**config.mk**
```make
export PLATFORM = sky130hd
export DESIGN_NAME = srv_line_core
export DESIGN_NICKNAME = d
export VERILOG_FILES = /design/src/rtl/srv_pkg.sv /design/src/rtl/srv_line_core.sv
export SDC_FILE = /design/constraint.sdc
export NUM_CORES = 1
export LEC_CHECK = 0
export BUFFER_PORTS_ARGS = -buffer_cell sky130_fd_sc_hd__buf_2
export CORE_UTILIZATION = 40
export CTS_CLUSTER_DIAMETER = 40
export CTS_CLUSTER_SIZE = 16
export DETAILED_ROUTE_END_ITERATION = 16
export GPL_ROUTABILITY_DRIVEN = 0
export PLACE_DENSITY = 0.54
export SLEW_MARGIN = 10
export SYNTH_ARGS = -nofsm -noshare
export SYNTH_HDL_FRONTEND = slang
export SYNTH_SLANG_ARGS = --single-unit
```
**constraint.sdc**
```tcl
create_clock -name clk -period 8.9 [get_ports clk]
set_clock_uncertainty 0.1 [all_clocks]
set_input_delay 0 -clock clk [delete_from_list [all_inputs] [get_ports clk]]
set_output_delay 0 -clock clk [all_outputs]
set_load 0.01 [all_outputs]
```
**src/rtl/srv_pkg.sv**
```systemverilog
`timescale 1ns / 1ps
// Package for the S-record line validator: sizes, status codes, hex decode.
// No dependencies.
package srv_pkg;

	localparam int LINE_BUFFER = 1024;
	localparam int CNT_W = $clog2(LINE_BUFFER);
	localparam int CMP_W = (CNT_W > 8) ? CNT_W : 8;
	localparam logic [CNT_W-1:0] CNT_MAX = CNT_W'(LINE_BUFFER - 1);

	localparam logic [7:0] CH_S = 8'h53;
	localparam logic [7:0] CH_0 = 8'h30;
	localparam logic [7:0] CH_9 = 8'h39;
	localparam logic [7:0] CH_LA = 8'h61;
	localparam logic [7:0] CH_LF = 8'h66;
	localparam logic [7:0] CH_UA = 8'h41;
	localparam logic [7:0] CH_UF = 8'h46;
	localparam logic [7:0] SUM_GOOD = 8'hFF;
	localparam int MIN_LEN = 4;

	typedef logic [2:0] status_t;

	localparam status_t ST_OK = 3'd0;
	localparam status_t ST_SHORT = 3'd1;
	localparam status_t ST_BAD_HDR = 3'd2;
	localparam status_t ST_BAD_LEN = 3'd3;
	localparam status_t ST_BAD_SUM = 3'd4;

	typedef struct packed {
		logic take;
		logic last;
		logic [7:0] ch;
	} char_xfer_t;

	function automatic logic [3:0] hex_nibble(input logic [7:0] c);
		logic [7:0] d;
		begin
			d = 8'd0;
			if (c >= CH_0 && c <= CH_9) begin
				d = c - CH_0;
			end else if (c >= CH_LA && c <= CH_LF) begin
				d = c - CH_LA + 8'd10;
			end else if (c >= CH_UA && c <= CH_UF) begin
				d = c - CH_UA + 8'd10;
			end
			return d[3:0];
		end
	endfunction

endpackage

```
**src/rtl/srv_line_core.sv**
```systemverilog
`timescale 1ns / 1ps
// Per-line running state (count, header, count byte, checksum) and status decode.
// Depends on srv_pkg.
module srv_line_core import srv_pkg::*; (
	input logic clk,
	input logic arst_n,
	input char_xfer_t xfer,
	output status_t status
);

	logic [CNT_W-1:0] cnt_q, cnt_n;
	logic hdr_q, hdr_n;
	logic [3:0] nib_q, nib_n;
	logic [7:0] rc_q, rc_n;
	logic [7:0] sum_q, sum_n;
	logic [7:0] byte_val;
	logic [CNT_W-1:0] k_idx;
	logic [CNT_W-1:0] len_lim;

	assign byte_val = {nib_q, hex_nibble(xfer.ch)};
	assign k_idx = CNT_W'(cnt_q - CNT_W'(3)) >> 1;

	always_comb begin
		cnt_n = cnt_q;
		hdr_n = hdr_q;
		nib_n = nib_q;
		rc_n = rc_q;
		sum_n = sum_q;
		if (xfer.take && cnt_q != CNT_MAX) begin
			cnt_n = cnt_q + CNT_W'(1);
			if (cnt_q == CNT_W'(0)) begin
				if (xfer.ch != CH_S) hdr_n = 1'b0;
			end else if (cnt_q == CNT_W'(1)) begin
				if (xfer.ch < CH_0 || xfer.ch > CH_9) hdr_n = 1'b0;
			end else if (!cnt_q[0]) begin
				nib_n = hex_nibble(xfer.ch);
			end else if (k_idx == CNT_W'(0)) begin
				rc_n = byte_val;
				sum_n = byte_val;
			end else if (CMP_W'(k_idx) <= CMP_W'(rc_q)) begin
				sum_n = sum_q + byte_val;
			end
		end
	end

	assign len_lim = CNT_W'(cnt_n - CNT_W'(MIN_LEN)) >> 1;

	always_comb begin
		if (cnt_n < CNT_W'(MIN_LEN)) begin
			status = ST_SHORT;
		end else if (!hdr_n) begin
			status = ST_BAD_HDR;
		end else if (CMP_W'(rc_n) > CMP_W'(len_lim)) begin
			status = ST_BAD_LEN;
		end else if (sum_n != SUM_GOOD) begin
			status = ST_BAD_SUM;
		end else begin
			status = ST_OK;
		end
	end

	always_ff @(posedge clk or negedge arst_n) begin
		if (!arst_n) begin
			cnt_q <= '0;
			hdr_q <= 1'b1;
			nib_q <= '0;
			rc_q <= '0;
			sum_q <= '0;
		end else if (xfer.take && xfer.last) begin
			cnt_q <= '0;
			hdr_q <= 1'b1;
			nib_q <= '0;
			rc_q <= '0;
			sum_q <= '0;
		end else if (xfer.take) begin
			cnt_q <= cnt_n;
			hdr_q <= hdr_n;
			nib_q <= nib_n;
			rc_q <= rc_n;
			sum_q <= sum_n;
		end
	end

	a_cnt_bound: assert property (@(posedge clk) disable iff (!arst_n)
		cnt_q <= CNT_MAX) else $error("char count past line buffer");

	a_clear_after_last: assert property (@(posedge clk) disable iff (!arst_n)
		xfer.take && xfer.last |=> cnt_q == '0 && hdr_q && sum_q == '0)
		else $error("line state not cleared after final character");

	a_ok_means_sum: assert property (@(posedge clk) disable iff (!arst_n)
		xfer.take && xfer.last && status == ST_OK |-> sum_n == SUM_GOOD && hdr_n)
		else $error("ok status without good header and checksum");

	a_hdr_sticky: assert property (@(posedge clk) disable iff (!arst_n)
		xfer.take && !xfer.last && !hdr_q |=> !hdr_q)
		else $error("header flag recovered inside a line");

endmodule

```
==> metrics.cfg <==
[routing]
drt_iter0_drc=173
ant_nets=0
vias=2759
via_per_inst=5.78
firstDrtPassIters=4
drt-total-wl_um=8220
drc=0
route.detailed.wl_per_inst_um=17.2

[die]
rows=32
dieArea_um2=8340
fp.dieW_um=91.3
io_pins=15
start_util_pct=41.3
fp.coreArea_um2=7730
die_h_um=91.3

[final_layout]
n_antenna_cell=0
syn2layout_area_growth_pct=6.47
nNetsFinal=417
drive_gt1_share_pct=10.9
postLayoutCellArea_um2=3400

[timing]
max_slew.worst_pin.slew_ns=0.972
fin_crit_ns=4.67
max_freq_mhz=214
slew_headroom_pct=35.0
rsz0062_at_grt=false
final_hold_viol_count=0
drv_slew=0
period_share_pct=52.5
setup_tns_ns=0
finalSetupViolCount=0

[synth]
avgSynthCellArea_um2=8.67
synth_nets=411
synth.top_cell.area_share_pct=23.5
ys_warn_count=0
ys_seq_area_share_pct=24.4
ys_ff_latch=31
synthTopCellsByArea=dfrtp_1 24%, ha_1 12%, a22o_1 4.7%
syn_area_um2=3190
ys.flop_type=dfrtp_1
synth_edf_count=0
yosysUniqueCellTypes=76
netlist.top_cell.by_area=dfrtp_1
async_flop_share_pct=100
synthCells=368

[grt]
grt_pass1_wl_um=13600
grt_pass1_vias=2637
overflow=0
antenna_found_initial=0
grt_max_degree=32
grtUsageTotal_pct=20.9

[pwr]
cellPowerDensity_nw_per_um2=107
irDropWorstVdd_v=0.0000715
total_power_uw=365
leakage_uw=0.00144

[placed_design]
place_area_um2=3300
io_buffers=14
hpwl_um=6440

[clock_network]
clk_pin_slew_ns=0.07
post_cts_resized=0
cts_inserted_buffers=5
insertion_delay_ns=0.29
cts.sinks=31
clock-root-buffer=clkbuf_8
cts_max_level=2
cts_tree=done
clock_path_buffers=2

[critical_path]
start_kind=flop
critPathKind=reg -> out
worstPathRequired_ns=8.80
cp.arrival_ns=4.57
cp-end-kind=output port
critPathMaxFanout=14

[run_status]
outcome=finished clean

[job]
maxCapViolCount=0

[worst_hold_path]
hold_path_class=in -> reg

[worst paths after layout]
check	from	endpoint	slack [ns]	cells after the start
min reg2reg	rc_q[6]$_DFFE_PN0P_	rc_q[6]$_DFFE_PN0P_	0.41	1
max in group asynchronous	arst_n	cnt_q[3]$_DFFE_PN0P_	8.03	2
min	xfer[9]	hdr_q$_DFFE_PN1P_	0.05	3
min in group asynchronous	arst_n	sum_q[4]$_DFFE_PN0P_	0.19	2
max reg2reg	cnt_q[0]$_DFFE_PN0P_	sum_q[7]$_DFFE_PN0P_	5.09	13
max	cnt_q[0]$_DFFE_PN0P_	status[2]	4.23	15
[metal layers]
layer	GRT usage, %	wire [µm]	vias up
met5	0	0	-
met4	4.50	74	0
met3	3.10	450	8
met2	33.6	3720	53
met1	29.6	3980	1302
li1	-	-	1396
[cells in the mapped netlist, drive strengths merged, types with 3 or more instances]
cell / instances
nand2: 31
dfrtp: 30
ha: 30
o21ai: 26
nor2: 24
inv: 22
a22o: 17
a21oi: 15
nor3: 13
xnor2: 13
buf: 12
xor2: 10
nand3: 8
o31ai: 8
o2bb2ai: 7
clkbuf: 6
a21o: 5
and3: 5
nand2b: 5
nand4: 5
nor2b: 5
o21a: 5
o21bai: 4
o22ai: 4
o311ai: 4
a2111oi: 3
a221o: 3
a31oi: 3
and2: 3
and3b: 3
nor3b: 3
or3: 3
or4: 3
[critical path, stage by stage, from the launching register on]
cell and delay [ns]:
dfrtp_1 0.55, ha_1 0.42, nor3_4 0.22, nand2_1 0.14, nor3_1 0.18, xor2_1 0.17
ha_1 0.27, and3_1 0.21, a211oi_1 0.24, a41o_1 0.18, o21ai_1 0.19, a2111oi_0 0.50
a221oi_2 0.08, or4_1 0.53, o31a_1 0.25, buf_2 0.14
[logic make-up (layout without fill, tap and decap cells)]
logic type | after synthesis | count (layout) | share of synthesized area [%]
compound gates | 122 | 122 | 29.5
simple gates | 117 | 117 | 20.3
buf+inv | 40 | 47 | 5.73
fa+ha+maj | 31 | 31 | 12.4
flops | 31 | 31 | 24.4
xor+xnor | 23 | 23 | 6.31
mux | 4 | 4 | 1.45
[registers in the layout, summed over array words and instances (netlist names)]
name	count
cnt_q	10
hdr_q	1
rc_q	8
nib_q	4
sum_q	8
[stage by stage]
step	hold WS, ns	util, %	setup slack [ns]	cells
final	0.0514	44.0	4.23	477
after floorplan	-0.396	-	5.18	368
after global placement	0.00819	42.6	4.58	467
after CTS	0.0385	44.0	4.24	477
after global routing	0.0677	44.0	3.98	477
after detailed placement	0.00832	42.6	4.57	467
[power by group]
| part | total [µW] | internal, µW | switching, µW | leakage (µW) |
|---|---|---|---|---|
| clock network | 113 | 54.9 | 58.3 | 0.0000422 |
| registers | 154 | 145 | 8.38 | 0.000427 |
| logic | 98.3 | 38.2 | 60.1 | 0.000967 |
[repair_timing]
item | in CTS | in global routing
endpoints found under the hold margin | 33 | 0
hold buffers | 2 | 0
buffers inserted | 0 | 0
[layout by cell type (no fill, tap or decap), drive strengths merged, types with 7 or more instances in the layout]
cell type and count:
nand2 31, ha 30, dfrtp 30, o21ai 26, nor2 24, inv 22, a22o 17, a21oi 15
buf 15, xnor2 13, nor3 13, xor2 10, o31ai 8, nand3 8, o2bb2ai 7, clkbuf 7
[layout make-up]
class / count / area, µm²
fill: 797 / 4330
multi-input combinational: 297 / 2230
sequential: 31 / 777
tap: 102 / 128
timing repair buffer: 17 / 97.6
inverter: 22 / 82.6
clock buffer: 7 / 76.3
clock inverter: 1 / 5.00
Note: power is estimated with default switching activity, not from simulation.
